===== src/rtl/core/ams_pkg.sv =====
// ----------------------------------------------------------------------------
// ams_pkg
// Shared types and constants of the annotation metadata stream parser.
// ----------------------------------------------------------------------------
package ams_pkg;

	localparam int unsigned MARK_LEN = 25;

	localparam logic [7:0] MARKER [MARK_LEN] = '{
		8'h7B, 8'h5C, 8'h2A, 8'h5C, 8'h77, 8'h6F, 8'h72, 8'h64, 8'h63, 8'h72,
		8'h61, 8'h66, 8'h74, 8'h63, 8'h6F, 8'h6D, 8'h6D, 8'h65, 8'h6E, 8'h74,
		8'h73, 8'h20, 8'h76, 8'h31, 8'h3B
	};

	localparam logic [1:0] KIND_HEADER = 2'd0;
	localparam logic [1:0] KIND_UNIT   = 2'd1;
	localparam logic [1:0] KIND_STATUS = 2'd2;

	localparam logic [1:0] ST_OK        = 2'd0;
	localparam logic [1:0] ST_NOT_FOUND = 2'd1;
	localparam logic [1:0] ST_MALFORMED = 2'd2;

	localparam logic [1:0] REG_COUNT_LIMIT    = 2'd0;
	localparam logic [1:0] REG_TEXT_LIMIT     = 2'd1;
	localparam logic [1:0] REG_POSITION_LIMIT = 2'd2;
	localparam logic [1:0] REG_GROUP_LIMIT    = 2'd3;

	localparam logic [11:0] COUNT_LIMIT_RST    = 12'd1024;
	localparam logic [15:0] TEXT_LIMIT_RST     = 16'd1024;
	localparam logic [30:0] POSITION_LIMIT_RST = 31'h7FFF_FFFF;
	localparam logic [25:0] GROUP_LIMIT_RST    = 26'd16777216;

	typedef struct packed {
		logic [11:0] count_limit;
		logic [15:0] text_limit;
		logic [30:0] position_limit;
		logic [25:0] group_limit;
	} ams_limits_t;

	typedef struct packed {
		logic [1:0]  item_kind;
		logic [11:0] entry_index;
		logic [30:0] start_pos;
		logic [30:0] end_pos;
		logic [15:0] text_len;
		logic [15:0] code_unit;
		logic [1:0]  parse_status;
		logic [11:0] entry_count;
	} ams_result_t;

endpackage


===== src/rtl/core/ams_parser.sv =====
// ----------------------------------------------------------------------------
// ams_parser
// Per-byte parse state and the result the current byte produces.
// ----------------------------------------------------------------------------
module ams_parser (
	input  logic                 clk,
	input  logic                 arst_n,
	input  logic                 accept,
	input  logic [7:0]           data_byte,
	input  logic                 last_byte,
	input  ams_pkg::ams_limits_t limits,
	output logic                 res_valid,
	output ams_pkg::ams_result_t result
);

	localparam logic [3:0] PH_SEARCH = 4'd0;
	localparam logic [3:0] PH_COUNT  = 4'd1;
	localparam logic [3:0] PH_START  = 4'd2;
	localparam logic [3:0] PH_END    = 4'd3;
	localparam logic [3:0] PH_LEN    = 4'd4;
	localparam logic [3:0] PH_HEX    = 4'd5;
	localparam logic [3:0] PH_SEMI   = 4'd6;
	localparam logic [3:0] PH_CLOSE  = 4'd7;
	localparam logic [3:0] PH_AFTER  = 4'd8;

	localparam logic [4:0] MARK_LAST = 5'(ams_pkg::MARK_LEN - 1);
	localparam logic [25:0] MARK_BYTES = 26'(ams_pkg::MARK_LEN);

	localparam logic [7:0] CH_SEMI  = 8'h3B;
	localparam logic [7:0] CH_COMMA = 8'h2C;
	localparam logic [7:0] CH_CLOSE = 8'h7D;

	logic [4:0]  match_q, n_match;
	logic [3:0]  phase_q, n_phase;
	logic [30:0] acc_q, n_acc;
	logic        seen_q, n_seen;
	logic [11:0] decl_q, n_decl;
	logic [11:0] done_q, n_done;
	logic [30:0] start_q, n_start;
	logic [30:0] end_q, n_end;
	logic [15:0] units_q, n_units;
	logic [1:0]  hpos_q, n_hpos;
	logic [15:0] hacc_q, n_hacc;
	logic [25:0] group_q, n_group;
	logic        err_q, err;

	logic        emit_hdr, emit_unit;
	logic [15:0] unit_val;
	logic [26:0] grp_inc;
	logic [4:0]  mpos;
	logic        mk_hit, mk_done;
	logic [4:0]  mk_next;
	logic        is_digit;
	logic [34:0] num_next;
	logic [30:0] num_lim;
	logic        num_over;
	logic [7:0]  delim;
	logic        hex_ok;
	logic [3:0]  hex_val;
	logic [15:0] hacc_new;
	logic [15:0] units_dec;
	logic [11:0] done_inc;
	logic [1:0]  status;

	always_comb begin
		mpos    = (match_q > MARK_LAST) ? 5'd0 : match_q;
		mk_hit  = data_byte == ams_pkg::MARKER[mpos];
		mk_done = mk_hit && (mpos == MARK_LAST);
		if (mk_hit) begin
			mk_next = mk_done ? 5'd0 : mpos + 5'd1;
		end else begin
			mk_next = (data_byte == ams_pkg::MARKER[0]) ? 5'd1 : 5'd0;
		end
	end

	always_comb begin
		is_digit = (data_byte >= 8'h30) && (data_byte <= 8'h39);
		num_next = ({4'b0, acc_q} << 3) + ({4'b0, acc_q} << 1)
			+ {31'b0, data_byte[3:0]};
		if (phase_q == PH_COUNT) begin
			num_lim = {19'b0, limits.count_limit};
			delim   = CH_SEMI;
		end else if (phase_q == PH_LEN) begin
			num_lim = {15'b0, limits.text_limit};
			delim   = CH_COMMA;
		end else begin
			num_lim = limits.position_limit;
			delim   = CH_COMMA;
		end
		num_over = num_next > {4'b0, num_lim};
	end

	always_comb begin
		hex_ok  = 1'b1;
		hex_val = data_byte[3:0];
		if (data_byte >= 8'h30 && data_byte <= 8'h39) begin
			hex_val = data_byte[3:0];
		end else if ((data_byte >= 8'h41 && data_byte <= 8'h46)
			|| (data_byte >= 8'h61 && data_byte <= 8'h66)) begin
			hex_val = data_byte[3:0] + 4'd9;
		end else begin
			hex_ok = 1'b0;
		end
		hacc_new  = {hacc_q[11:0], hex_val};
		units_dec = (units_q != 16'd0) ? units_q - 16'd1 : units_q;
		done_inc  = done_q + 12'd1;
	end

	always_comb begin
		n_match   = match_q;
		n_phase   = phase_q;
		n_acc     = acc_q;
		n_seen    = seen_q;
		n_decl    = decl_q;
		n_done    = done_q;
		n_start   = start_q;
		n_end     = end_q;
		n_units   = units_q;
		n_hpos    = hpos_q;
		n_hacc    = hacc_q;
		n_group   = group_q;
		err       = err_q;
		emit_hdr  = 1'b0;
		emit_unit = 1'b0;
		unit_val  = '0;
		grp_inc   = {1'b0, group_q} + 27'd1;

		if (!err && phase_q != PH_SEARCH && phase_q != PH_AFTER) begin
			if (grp_inc > {1'b0, limits.group_limit}) begin
				err = 1'b1;
			end else begin
				n_group = grp_inc[25:0];
			end
		end

		if (!err) begin
			unique case (phase_q) inside
				PH_SEARCH: begin
					n_match = mk_next;
					if (mk_done) begin
						n_phase = PH_COUNT;
						n_acc   = '0;
						n_seen  = 1'b0;
						n_group = MARK_BYTES;
						if (MARK_BYTES > limits.group_limit) err = 1'b1;
					end
				end
				PH_COUNT, PH_START, PH_END, PH_LEN: begin
					if (is_digit) begin
						if (num_over) begin
							err = 1'b1;
						end else begin
							n_acc  = num_next[30:0];
							n_seen = 1'b1;
						end
					end else if (data_byte == delim && seen_q) begin
						n_acc  = '0;
						n_seen = 1'b0;
						if (phase_q == PH_COUNT) begin
							n_decl  = acc_q[11:0];
							n_done  = '0;
							n_phase = (acc_q[11:0] == 12'd0) ? PH_CLOSE : PH_START;
						end else if (phase_q == PH_START) begin
							n_start = acc_q;
							n_phase = PH_END;
						end else if (phase_q == PH_END) begin
							n_end = acc_q;
							if (acc_q < start_q) err = 1'b1;
							else n_phase = PH_LEN;
						end else begin
							if (acc_q == 31'd0) begin
								err = 1'b1;
							end else begin
								n_units  = acc_q[15:0];
								n_hpos   = '0;
								n_hacc   = '0;
								n_phase  = PH_HEX;
								emit_hdr = 1'b1;
							end
						end
					end else begin
						err = 1'b1;
					end
				end
				PH_HEX: begin
					if (!hex_ok) begin
						err = 1'b1;
					end else if (hpos_q == 2'd3) begin
						n_hpos = '0;
						if (hacc_new == 16'd0) begin
							err = 1'b1;
						end else begin
							unit_val  = hacc_new;
							n_hacc    = '0;
							emit_unit = 1'b1;
							n_units   = units_dec;
							if (units_dec == 16'd0) n_phase = PH_SEMI;
						end
					end else begin
						n_hacc = hacc_new;
						n_hpos = hpos_q + 2'd1;
					end
				end
				PH_SEMI: begin
					if (data_byte != CH_SEMI) begin
						err = 1'b1;
					end else begin
						n_done  = done_inc;
						n_phase = (done_inc >= decl_q) ? PH_CLOSE : PH_START;
					end
				end
				PH_CLOSE: begin
					if (data_byte != CH_CLOSE) begin
						err = 1'b1;
					end else begin
						n_phase = PH_AFTER;
						n_match = '0;
					end
				end
				PH_AFTER: begin
					n_match = mk_next;
					if (mk_done) err = 1'b1;
				end
				default: err = 1'b1;
			endcase
		end
	end

	always_comb begin
		if (err) status = ams_pkg::ST_MALFORMED;
		else if (n_phase == PH_SEARCH) status = ams_pkg::ST_NOT_FOUND;
		else if (n_phase == PH_AFTER) status = ams_pkg::ST_OK;
		else status = ams_pkg::ST_MALFORMED;

		result = '0;
		if (last_byte) begin
			result.item_kind    = ams_pkg::KIND_STATUS;
			result.parse_status = status;
			result.entry_count  = (status == ams_pkg::ST_OK) ? n_decl : 12'd0;
		end else if (emit_hdr) begin
			result.item_kind   = ams_pkg::KIND_HEADER;
			result.entry_index = n_done;
			result.start_pos   = n_start;
			result.end_pos     = n_end;
			result.text_len    = n_units;
		end else begin
			result.item_kind   = ams_pkg::KIND_UNIT;
			result.entry_index = n_done;
			result.code_unit   = unit_val;
		end
		res_valid = last_byte || (!err && (emit_hdr || emit_unit));
	end

	always_ff @(posedge clk or negedge arst_n) begin
		if (!arst_n) begin
			match_q <= '0;
			phase_q <= PH_SEARCH;
			acc_q   <= '0;
			seen_q  <= 1'b0;
			decl_q  <= '0;
			done_q  <= '0;
			start_q <= '0;
			end_q   <= '0;
			units_q <= '0;
			hpos_q  <= '0;
			hacc_q  <= '0;
			group_q <= '0;
			err_q   <= 1'b0;
		end else if (accept) begin
			if (last_byte) begin
				match_q <= '0;
				phase_q <= PH_SEARCH;
				acc_q   <= '0;
				seen_q  <= 1'b0;
				decl_q  <= '0;
				done_q  <= '0;
				start_q <= '0;
				end_q   <= '0;
				units_q <= '0;
				hpos_q  <= '0;
				hacc_q  <= '0;
				group_q <= '0;
				err_q   <= 1'b0;
			end else begin
				match_q <= n_match;
				phase_q <= n_phase;
				acc_q   <= n_acc;
				seen_q  <= n_seen;
				decl_q  <= n_decl;
				done_q  <= n_done;
				start_q <= n_start;
				end_q   <= n_end;
				units_q <= n_units;
				hpos_q  <= n_hpos;
				hacc_q  <= n_hacc;
				group_q <= n_group;
				err_q   <= err;
			end
		end
	end

endmodule


===== src/rtl/core/ams_out_buf.sv =====
// ----------------------------------------------------------------------------
// ams_out_buf
// Output register with one skid entry between parser and result channel.
// ----------------------------------------------------------------------------
module ams_out_buf (
	input  logic                 clk,
	input  logic                 arst_n,
	input  logic                 push,
	input  ams_pkg::ams_result_t push_data,
	input  logic                 out_stall,
	output logic                 out_valid,
	output ams_pkg::ams_result_t out_data,
	output logic                 full
);

	logic                 out_valid_q;
	logic                 skid_valid_q;
	ams_pkg::ams_result_t out_data_q;
	ams_pkg::ams_result_t skid_data_q;
	logic                 take;

	assign take      = out_valid_q && !out_stall;
	assign out_valid = out_valid_q;
	assign out_data  = out_data_q;
	assign full      = skid_valid_q;

	always_ff @(posedge clk or negedge arst_n) begin
		if (!arst_n) begin
			out_valid_q  <= 1'b0;
			skid_valid_q <= 1'b0;
		end else if (skid_valid_q) begin
			if (take) skid_valid_q <= 1'b0;
		end else if (push) begin
			if (!out_valid_q || take) out_valid_q <= 1'b1;
			else skid_valid_q <= 1'b1;
		end else if (take) begin
			out_valid_q <= 1'b0;
		end
	end

	always_ff @(posedge clk) begin
		if (skid_valid_q) begin
			if (take) out_data_q <= skid_data_q;
		end else if (push) begin
			if (!out_valid_q || take) out_data_q <= push_data;
			else skid_data_q <= push_data;
		end
	end

endmodule


===== src/rtl/core/annotation_metadata_stream_parser.sv =====
// ----------------------------------------------------------------------------
// annotation_metadata_stream_parser
// A result enters the output buffer with the byte transfer that causes it.
// Throughput: one byte per cycle while the output buffer is not full; each
// byte updates the parse state as it is taken, and a two-entry output buffer
// keeps input open while a result waits. Reset clears parse state, output
// buffer and sets the limits to their defaults; no clearing pass is needed.
// ----------------------------------------------------------------------------
module annotation_metadata_stream_parser (
	input  logic        clk,
	input  logic        arst_n,
	input  logic        in_valid,
	output logic        in_stall,
	input  logic [7:0]  data_byte,
	input  logic        last_byte,
	output logic        out_valid,
	input  logic        out_stall,
	output logic [1:0]  item_kind,
	output logic [11:0] entry_index,
	output logic [30:0] start_pos,
	output logic [30:0] end_pos,
	output logic [15:0] text_len,
	output logic [15:0] code_unit,
	output logic [1:0]  parse_status,
	output logic [11:0] entry_count,
	input  logic        cfg_write,
	input  logic [1:0]  cfg_index,
	input  logic [30:0] cfg_data
);

	ams_pkg::ams_limits_t limits_q;
	ams_pkg::ams_result_t res;
	ams_pkg::ams_result_t out_data;
	logic                 res_valid;
	logic                 accept;
	logic                 buf_full;

	assign in_stall = buf_full;
	assign accept   = in_valid && !buf_full;

	always_ff @(posedge clk or negedge arst_n) begin
		if (!arst_n) begin
			limits_q.count_limit    <= ams_pkg::COUNT_LIMIT_RST;
			limits_q.text_limit     <= ams_pkg::TEXT_LIMIT_RST;
			limits_q.position_limit <= ams_pkg::POSITION_LIMIT_RST;
			limits_q.group_limit    <= ams_pkg::GROUP_LIMIT_RST;
		end else if (cfg_write) begin
			unique case (cfg_index)
				ams_pkg::REG_COUNT_LIMIT:    limits_q.count_limit <= cfg_data[11:0];
				ams_pkg::REG_TEXT_LIMIT:     limits_q.text_limit <= cfg_data[15:0];
				ams_pkg::REG_POSITION_LIMIT: limits_q.position_limit <= cfg_data;
				ams_pkg::REG_GROUP_LIMIT:    limits_q.group_limit <= cfg_data[25:0];
				default:                     limits_q <= limits_q;
			endcase
		end
	end

	ams_parser u_parser (
		.clk       (clk),
		.arst_n    (arst_n),
		.accept    (accept),
		.data_byte (data_byte),
		.last_byte (last_byte),
		.limits    (limits_q),
		.res_valid (res_valid),
		.result    (res)
	);

	ams_out_buf u_out_buf (
		.clk       (clk),
		.arst_n    (arst_n),
		.push      (accept && res_valid),
		.push_data (res),
		.out_stall (out_stall),
		.out_valid (out_valid),
		.out_data  (out_data),
		.full      (buf_full)
	);

	assign item_kind    = out_data.item_kind;
	assign entry_index  = out_data.entry_index;
	assign start_pos    = out_data.start_pos;
	assign end_pos      = out_data.end_pos;
	assign text_len     = out_data.text_len;
	assign code_unit    = out_data.code_unit;
	assign parse_status = out_data.parse_status;
	assign entry_count  = out_data.entry_count;

endmodule


===== config.mk =====
export PLATFORM = sky130hd
export DESIGN_NAME = annotation_metadata_stream_parser
export DESIGN_NICKNAME = d
export VERILOG_FILES = /design/src/rtl/core/ams_pkg.sv /design/src/rtl/core/ams_parser.sv /design/src/rtl/core/ams_out_buf.sv /design/src/rtl/core/annotation_metadata_stream_parser.sv
export SDC_FILE = /design/constraint.sdc
export NUM_CORES = 1
export LEC_CHECK = 0
export ABC_AREA = 0
export BUFFER_PORTS_ARGS = -buffer_cell sky130_fd_sc_hd__buf_2
export CAP_MARGIN = 10
export CORE_ASPECT_RATIO = 0.7
export CORE_MARGIN = 1.5
export CORE_UTILIZATION = 30
export DETAILED_ROUTE_END_ITERATION = 7
export GPL_ROUTABILITY_DRIVEN = 0
export SLEW_MARGIN = 20
export SYNTH_ARGS = -nofsm -noshare
export SYNTH_HDL_FRONTEND = slang
export SYNTH_SLANG_ARGS = --single-unit

===== constraint.sdc =====
create_clock -name clk -period 13.64 [get_ports clk]
set_input_delay 0.682 -clock clk [delete_from_list [all_inputs] [get_ports clk]]
set_output_delay 0.682 -clock clk [all_outputs]
set_load 0.005 [all_outputs]

==> metrics.yaml <==
outcome: "finished, final reports clean"
yosysTopAreaCellShare: 0.2480
holdWs_ns: 0.07019
leakagePower_nw: 13.76
portBuffers: 170
tns_ns: 0
area_delta_synth_final_pct: 13.82
cp-end-kind: "flip-flop"
cts_buffers: 53
rsz0062_at_grt: "no"
drt_first_pass_iters: 6
hold_viol: 0
critPathKind: "reg2reg"
critPathLaunchType: "flip-flop"
synth_edf_count: 244
cts_tree: "yes"
grt.overflow.total: 0
synth_area_leaders: "edfxtp_1, dfrtp_1, ha_1, mux2_2, nand2_1"
fin_util: 0.3440
dieArea_um2: 100400
clk_latency_ns: 0.66
worstPathRequired_ns: 14.08
regToRegStartpoint: "u_parser.acc_q[0]"
clock_path_buffers: 3
nFillCells: 9824
hold_buffers: 0
place_area_um2: 31670
finalMaxSlewViolations: 0
yosysUniqueCellTypes: 95
grt_pass1_wl_um: 129200
async_flop_share: 0.5262
num_vias: 22540
path_clk_slew_ns: 0.07
place_hpwl_um: 58960
grt_antenna_before_repair: 16
synthCells: 2886
htreeDepth: 2
wl_per_cell_um: 19.22
drt_iter0_markers: 2048
drive_gt1_frac: 0.1914
clock-skew-final_ns: 0.04801
setup_viol: 0
die_w_um: 378.1
synth_fp_nets: 3107
ios: 171
synth_seq_area_share: 0.4789
wirelength_um: 83490
cts_setup_buffers: 0
slew_headroom: 0.2392
startpoint: "u_parser.acc_q[0]"
syn_area_um2: 29550
power_density_nw_per_um2: 134.9
cts_root_buf: "clkbuf_16"
ir_worst_vdd_v: 0.00009142
cts.sinks: 515
drc: 0
max_freq_ghz: 0.1292
start_util: 0.3022
worstPathArrival_ns: 8.17
fin_crit_sh: 0.5673
layout_min_cycle_time_ns: 7.739
grtUsageTotal: 0.1635
worst_pin_slew_ns: 1.131
via_per_inst: 5.188
post_synth.cell_area_avg_um2: 10.24
fin_nets: 3190
ant_nets: 0
grt_max_degree: 102
hp-class: "in2async"
synth_ff_type: "edfxtp_1"
drv_cap: 0
synth_top_area_cell: "edfxtp_1"
grt_pass1_vias: 21260
crit_fanout: 24
postCtsResizedCells: 0
ys_ff_latch: 515
ys_warn_count: 0
rows: 96
fin_area_um2: 33630
die_height_um: 265.6
core_um2: 97770
==> area by class of cell <==
cell class / count / area (um^2) / share of cell area
inverters: 109 / 409.1 / 0.01217
repair buffers: 208 / 1149 / 0.03415
diodes: 7 / 17.52 / 0.0005208
multi-input cells: 2082 / 14310 / 0.4254
clock buffers: 66 / 1425 / 0.04237
flip-flops and latches: 515 / 14150 / 0.4209
well taps: 1323 / 1655 / 0.04922
clock inverters: 34 / 514.2 / 0.01529
==> state kept, by name, indices dropped and copies added (netlist names), 16 cells and up <==
signal / cells
u_out_buf.out_data: 122
limits_q: 85
u_parser.end_q: 31
u_parser.acc_q: 31
u_parser.units_q: 16
u_parser.group_q: 26
u_parser.start_q: 31
u_out_buf.skid_data_q: 122
==> cell families (layout without fill, tap and decap cells) <==
kind of cell               Yosys count  count (layout)  share of synthesized area
DFF                                515             515                     0.4789
adders and majority gates          174             174                    0.07418
muxes                              218             218                    0.08155
buffers and inverters              289             417                    0.03976
other                                0               7                          0
and+or+nand+nor                    862             862                     0.1414
xor gates and xnor gates            75              75                    0.02223
AOI/OAI and AO/OA                  753             753                     0.1620
==> layout by cell type (no fill, tap or decap), drive strengths merged, types with 27 or more instances in the layout <==
master	netlist	routed
a211oi	27	27
a21boi	69	69
a21o	28	28
a21oi	197	197
and3	27	27
buf	53	208
clkbuf	127	66
dfrtp	237	237
dfstp	34	34
edfxtp	244	244
ha	172	172
inv	109	112
mux2	182	182
mux2i	36	36
nand2	419	419
nand3	50	50
nand4	34	34
nor2	138	138
nor3	37	37
nor4	30	30
o21ai	198	198
o22ai	43	43
o31ai	52	52
xnor2	46	46
xor2	29	29
==> worst paths after layout <==
path	endpoint	slack, ns	cells past startpoint
hold / removal	limits_q[22]	0.07	1
setup / recovery	u_out_buf.out_data[1]	5.90	22
hold reg to reg	u_parser.end_q[26]	0.48	2
max in group asynchronous	u_parser.acc_q[12]	12.10	2
setup reg to reg	u_out_buf.out_data[1]	5.90	22
min in group clk	limits_q[56]	0.26	2
==> cell usage after synthesis (all sizes together) (10+ instances only) <==
| library cell | n |
|---|---|
| nand2 | 419 |
| edfxtp | 244 |
| dfrtp | 237 |
| o21ai | 198 |
| a21oi | 197 |
| mux2 | 182 |
| ha | 172 |
| nor2 | 138 |
| clkbuf | 127 |
| inv | 109 |
| a21boi | 69 |
| buf | 53 |
| o31ai | 52 |
| nand3 | 50 |
| xnor2 | 46 |
| o22ai | 43 |
| nor3 | 37 |
| mux2i | 36 |
| dfstp | 34 |
| nand4 | 34 |
| nor4 | 30 |
| xor2 | 29 |
| a21o | 28 |
| a211oi | 27 |
| and3 | 27 |
| nor2b | 23 |
| nand2b | 22 |
| and2 | 21 |
| a31oi | 17 |
| a32o | 17 |
| a22o | 16 |
| or3 | 14 |
| o211ai | 13 |
| o21a | 10 |
==> where the power goes <==
part	switching, W	leakage [nW]	internal, W	total (W)
clock	0.000674	0.934	0.000944	0.00162
sequential	0.000108	5.84	0.00191	0.00202
combinational	0.000543	6.98	0.000354	0.000897
==> stage by stage <==
stage | setup slack [ns] | total power [W] | cells
final | 5.901 | 0.004536 | 4344
after global routing | 5.319 | 0.004771 | 4341
after CTS | 6.071 | 0.004599 | 4336
after detailed placement | 5.938 | 0.002961 | 4236
after global placement | 6.100 | 0.002948 | 4236
after floorplan | 0.3382 | 0.002654 | 2886
==> metal layers <==
| metal | wire [um] | up-vias | global-route usage |
|---|---|---|---|
| met2 | 34970 | 683 | 0.2357 |
| met1 | 39880 | 10990 | 0.2385 |
| met3 | 6587 | 127 | 0.04423 |
| li1 | - | 10720 | - |
| met4 | 1950 | 14 | 0.04363 |
| met5 | 91 | - | 0 |
==> critical path, cell delays in order, from the launching register on <==
cell and delay, ns:
dfrtp_1 0.70, fa_1 0.56, fa_1 0.51, a211oi_1 0.32, o21ai_0 0.18, a211oi_1 0.45
o21ai_0 0.32, a21boi_0 0.38, o21ai_0 0.25, a21o_1 0.25, a21oi_1 0.19, xnor2_1 0.19
ha_1 0.29, a21o_1 0.18, a21oi_1 0.13, nor2b_1 0.08, o21a_1 0.17, a211oi_1 0.20
nand4_1 0.12, nor4_1 0.87, o211a_1 0.35, nand4b_4 0.41, o31ai_1 0.40
Power figures use the tool's default switching activity.
